[config.mk]
export PLATFORM = sky130hd
export DESIGN_NAME = ptsu_ctrl
export DESIGN_NICKNAME = d
export VERILOG_FILES = /design/src/hdl/ptsu_pkg.sv /design/src/hdl/ptsu_ctrl.sv
export SDC_FILE = /design/constraint.sdc
export NUM_CORES = 1
export LEC_CHECK = 0
export ABC_AREA = 1
export BUFFER_PORTS_ARGS = -buffer_cell sky130_fd_sc_hd__buf_2
export CAP_MARGIN = 20
export CORE_MARGIN = 4
export CORE_UTILIZATION = 55
export DETAILED_ROUTE_END_ITERATION = 7
export PLACE_DENSITY = 0.73
export SETUP_SLACK_MARGIN = 0.2
export SYNTH_ARGS = -nofsm -noshare
export SYNTH_HDL_FRONTEND = slang
export SYNTH_SLANG_ARGS = --single-unit
[constraint.sdc]
create_clock -name clk -period 3.93 [get_ports clk]
set_clock_uncertainty 0.1 [all_clocks]
set_input_delay 0.393 -clock clk [delete_from_list [all_inputs] [get_ports clk]]
set_output_delay 0.393 -clock clk [all_outputs]
set_load 0.005 [all_outputs]
[src/hdl/ptsu_pkg.sv]
// ----------------------------------------------------------------------------
// ptsu_pkg
// Shared types, codes and helpers of the parity-routed twin stack unit.
// ----------------------------------------------------------------------------
package ptsu_pkg;

	localparam int unsigned DEPTH_DEF      = 256;
	localparam int unsigned DATA_WIDTH_DEF = 32;
	localparam int unsigned CAP_W          = 9;
	localparam int unsigned FUNC_W         = 2;

	// function codes of a command transaction
	localparam logic [FUNC_W-1:0] FN_PUSH     = 2'd0;
	localparam logic [FUNC_W-1:0] FN_POP_ODD  = 2'd1;
	localparam logic [FUNC_W-1:0] FN_POP_EVEN = 2'd2;

	// reset value of the capacity register before clamping
	localparam logic [CAP_W-1:0] CAP_RAW_RESET = 9'd256;

	typedef enum logic [1:0] {
		ST_OK       = 2'd0,
		ST_OVERFLOW = 2'd1,
		ST_EMPTY    = 2'd2
	} status_t;

	// memory request and outcome of one command
	typedef struct packed {
		logic    wr_en;
		logic    rd_en;
		status_t status;
	} op_t;

	// clamp a written capacity to 1..depth
	function automatic logic [CAP_W-1:0] clamp_cap(input logic [CAP_W-1:0] raw,
		input int unsigned depth);
		logic [CAP_W-1:0] c;
		c = raw;
		if (c == '0) begin
			c = CAP_W'(1);
		end
		if (32'(c) > depth) begin
			c = CAP_W'(depth);
		end
		return c;
	endfunction

endpackage

[src/hdl/ptsu_ctrl.sv]
// ----------------------------------------------------------------------------
// ptsu_ctrl
// Stack occupancy counters, capacity register and address generation.
// ----------------------------------------------------------------------------
module ptsu_ctrl
	import ptsu_pkg::*;
#(
	parameter int unsigned DEPTH = DEPTH_DEF,
	localparam int unsigned AW   = (DEPTH > 1) ? $clog2(DEPTH) : 1
) (
	input  logic             clk,
	input  logic             arst_n,
	input  logic             cfg_we,
	input  logic [CAP_W-1:0] cfg_data,
	input  logic             acc,
	input  logic [FUNC_W-1:0] func,
	input  logic             odd_bit,
	output op_t              op,
	output logic [AW-1:0]    addr
);

	logic [CAP_W-1:0] cap_q;
	logic [CAP_W-1:0] ec_q, oc_q;   // entries held by even and odd stack
	logic [CAP_W-1:0] ec_d, oc_d;
	logic [CAP_W-1:0] addr9;
	logic [CAP_W:0]   used;
	logic             full;
	op_t              op_c;

	assign used = {1'b0, ec_q} + {1'b0, oc_q};
	assign full = (used == {1'b0, cap_q});

	always_comb begin
		op_c   = '{wr_en: 1'b0, rd_en: 1'b0, status: ST_OK};
		ec_d   = ec_q;
		oc_d   = oc_q;
		addr9  = '0;
		unique case (func)
			FN_PUSH: begin
				if (full) begin
					op_c.status = ST_OVERFLOW;
				end else if (odd_bit) begin
					op_c.wr_en = 1'b1;
					addr9      = cap_q - CAP_W'(1) - oc_q;
					oc_d       = oc_q + CAP_W'(1);
				end else begin
					op_c.wr_en = 1'b1;
					addr9      = ec_q;
					ec_d       = ec_q + CAP_W'(1);
				end
			end
			FN_POP_ODD: begin
				if (oc_q == '0) begin
					op_c.status = ST_EMPTY;
				end else begin
					op_c.rd_en = 1'b1;
					addr9      = cap_q - oc_q;
					oc_d       = oc_q - CAP_W'(1);
				end
			end
			FN_POP_EVEN: begin
				if (ec_q == '0) begin
					op_c.status = ST_EMPTY;
				end else begin
					op_c.rd_en = 1'b1;
					addr9      = ec_q - CAP_W'(1);
					ec_d       = ec_q - CAP_W'(1);
				end
			end
			default: begin
				// unused code: no change, plain ok
			end
		endcase
	end

	always_comb begin
		op        = op_c;
		op.wr_en  = op_c.wr_en & acc;
		op.rd_en  = op_c.rd_en & acc;
		addr      = AW'(addr9);
	end

	always_ff @(posedge clk or negedge arst_n) begin
		if (!arst_n) begin
			cap_q <= clamp_cap(CAP_RAW_RESET, DEPTH);
			ec_q  <= '0;
			oc_q  <= '0;
		end else if (cfg_we) begin
			cap_q <= clamp_cap(cfg_data, DEPTH);
			ec_q  <= '0;
			oc_q  <= '0;
		end else if (acc) begin
			ec_q  <= ec_d;
			oc_q  <= oc_d;
		end
	end

	a_fill_bound: assert property (@(posedge clk) disable iff (!arst_n)
		used <= {1'b0, cap_q})
		else $error("stack occupancy exceeds capacity");

	a_cap_range: assert property (@(posedge clk) disable iff (!arst_n)
		(cap_q != '0) && (32'(cap_q) <= DEPTH))
		else $error("capacity register out of range");

	a_one_access: assert property (@(posedge clk) disable iff (!arst_n)
		!(op.wr_en && op.rd_en))
		else $error("read and write issued together");

endmodule

==> metrics.txt <==
status finished, final reports clean; Worst-path clk slew around 0.1 ns; MaxCap Viol Count 0; initial antenna violation count 0; WL/cell between 10 and 15 um; Clock power frac 20.7%; relative slew slack 59.1%; Detailed Route WL 9140 um; Seq pwr share 39.3%; Buffers on Ports 27; Antenna Cells 0; Final nets 589; cts hold-fix bufs 0; Achievable Freq 295 MHz; reg2reg start oc_q[0]; vias post-DR 3,519; DR DRC count 0; RR Endpoint oc_q[7]; Setup TNS 0 ns; die extent in x roughly 86 um; vias per inst approximately 5.7; vias in the first global route 3,284; Setup crit start oc_q[0]; WL met3 ~610 um; yosys warns 0; Worst Hold Slack 0.00660 ns; share of cells above drive strength 1 8.36%; Initial Utilization 56.4%; number of synthesized register bits 27; P&R area growth vs syn 6.48%; final setup fails 0; pwr dens 225 mW/mm^2; Met1 Routed Length around 4100 um; core region area roughly 0.006 mm^2; Post-Syn Nets 570; crit path DAT a little under 3 ns; Final Hold Fails 0; area leader, netlist dfrtp_1; Post-synth EDFFs 0; die area about 0.0073 mm^2; worst slew pin tran 0.614 ns; CTS tree built; met2 routed WL 4230 um; synth top area cells dfrtp_1, nand2_1, ha_1; synthesized area per cell 6.39 um^2; Mapped Cells 520; Pleak approximately 2.0 nW; switching share of power 39.8%; clock latency at the later pin of the worst-skew pair 0.29 ns; Iter 0 DRT Violations about 280; Mapped Area 0.00332 mm^2; Crit. End Element output port; ys async rst share 100%; CTS Buf Count 3; synth unique cells 35; Max clock buf depth 2; Top Metal Used met4; Pre-antenna DRT Iters 5; largest net degree at the start of global routing 31; cell count of the worst reg-to-reg path 15; Post-CTS Resized 0; GR Overflow Total 0; Worst Setup Start Kind flop; chip height 85.7 um; RSZ-0062 raised after global routing no; # H-tree levels 1; Setup Fix Bufs, Post-CTS 0; hpwl dp 7140 um; critical path fanouts, max 21; Crit path required time 3.44 ns; Synth top area share ~20%; maximum VDD drop 153 uV; IO Count 28; minimum clock period 3.39 ns; Max Slew Vio Count 0; crit path kind flop to output port; # rows 28; hold crit path type input pin to async pin; register-to-register path setup slack 0.88 ns; first-pass GRT wire length 15,800 um; DRT antenna net count 0; routability cong. 0.918; dominant synthesized flop cell dfrtp_1; Cell Int Power ~0.48 mW; Comb pwr share 40.0%; Psw 0.316 mW; Seq/Total Area, Yosys 20.4%; period utilization about 86%; GRT Resource Usage Total between 20% and 30%; CTS sink count 27; Clock Tree Root clkbuf_8
[worst max-delay path by stage]
stage	endpoint	slack, ns	depth (start not counted)
2_1_floorplan	addr[0]	1.35	12
3_3_place_gp	op[0]	0.96	14
3_5_place_dp	op[0]	0.87	14
4_1_cts	op[0]	0.56	14
5_1_grt	op[0]	0.25	14
6_report	op[0]	0.54	14
[cell usage in the layout, fill, tap and decap left out, drive strengths merged]
cell / instances
nand2: 128
inv: 84
nand3: 66
nor2: 34
a21oi: 32
ha: 30
buf: 28
dfrtp: 26
nand4: 23
o21ai: 23
xor2: 17
o22ai: 10
nor3: 7
xnor2: 6
fa: 4
or2: 4
o211ai: 3
clkbuf: 3
a22oi: 2
a22o: 2
clkinv: 2
a31oi: 1
nor4: 1
nand3b: 1
dfstp: 1
[sequential cells by signal, indices dropped and copies added, names as in the netlist]
signal  flops
oc_q        9
ec_q        9
cap_q       9
[per-layer routing]
metal	track usage (%)	vias to the layer above
li1	-	1751
met1	37.6	1620
met2	42.8	133
met3	3.27	15
met4	7.91	0
met5	0	-
[power groups by stage]
| stage | logic, mW | registers [mW] | clock network (mW) |
|---|---|---|---|
| CTS | 0.312 | 0.312 | 0.168 |
| floorplan | 0.233 | 0.308 | 0 |
| detailed placement | 0.310 | 0.317 | 0 |
| global route | 0.364 | 0.314 | 0.178 |
| global placement | 0.307 | 0.317 | 0 |
| finish | 0.318 | 0.312 | 0.164 |
[layout make-up]
cell class	count	area [um^2]
multi-input cells	394	2260
clock buffers	3	41.3
flip-flops and latches	27	677
fillers	569	2350
repair buffers	28	143
well taps	75	93.8
inverters	85	319
clock inverters	1	5.00
[logic make-up (layout without fill, tap and decap cells)]
| family | Yosys count | after routing | synth area share [%] |
|---|---|---|---|
| and+or+nand+nor | 264 | 264 | 36.1 |
| buffers and inverters | 99 | 117 | 11.6 |
| AOI/OAI and AO/OA | 73 | 73 | 12.1 |
| DFF | 27 | 27 | 20.4 |
| adders and majority gates | 34 | 34 | 13.7 |
| xor gates and xnor gates | 23 | 23 | 6.07 |
[cell usage after synthesis (3+ instances only)]
cell type	count
or2_2	3
o211ai_1	3
nor2_1	32
buf_2	6
xor2_1	17
o21ai_0	23
clkbuf_1	5
nand4_1	23
ha_1	30
nand3_1	64
nand2_1	125
a21oi_1	31
xnor2_1	6
nor3_1	7
o22ai_1	10
fa_1	4
inv_1	83
dfrtp_1	26
[stage by stage]
step	total power [mW]	cells	utilization, %	setup WS (ns)	cell area, um^2
floorplan	0.541	520	-	1.35	3320
global placement	0.624	609	59.3	0.955	3490
detailed placement	0.627	609	59.3	0.872	3490
CTS	0.792	613	60.1	0.557	3540
global route	0.856	613	60.1	0.248	3540
finish	0.794	613	60.1	0.545	3540
[critical path, stage by stage, from the launching register on]
cell and delay [ns]:
dfrtp_1 0.47, ha_1 0.25, fa_1 0.39, nand2_1 0.12
nand2_1 0.12, nand3_1 0.11, nand2_1 0.05, nand2_1 0.05
nand2_1 0.04, nor2_1 0.10, nand2_1 0.07, nor2_2 0.12
nand3_2 0.43, inv_1 0.16, buf_2 0.13
No activity file was read; power rests on OpenSTA's default activity.
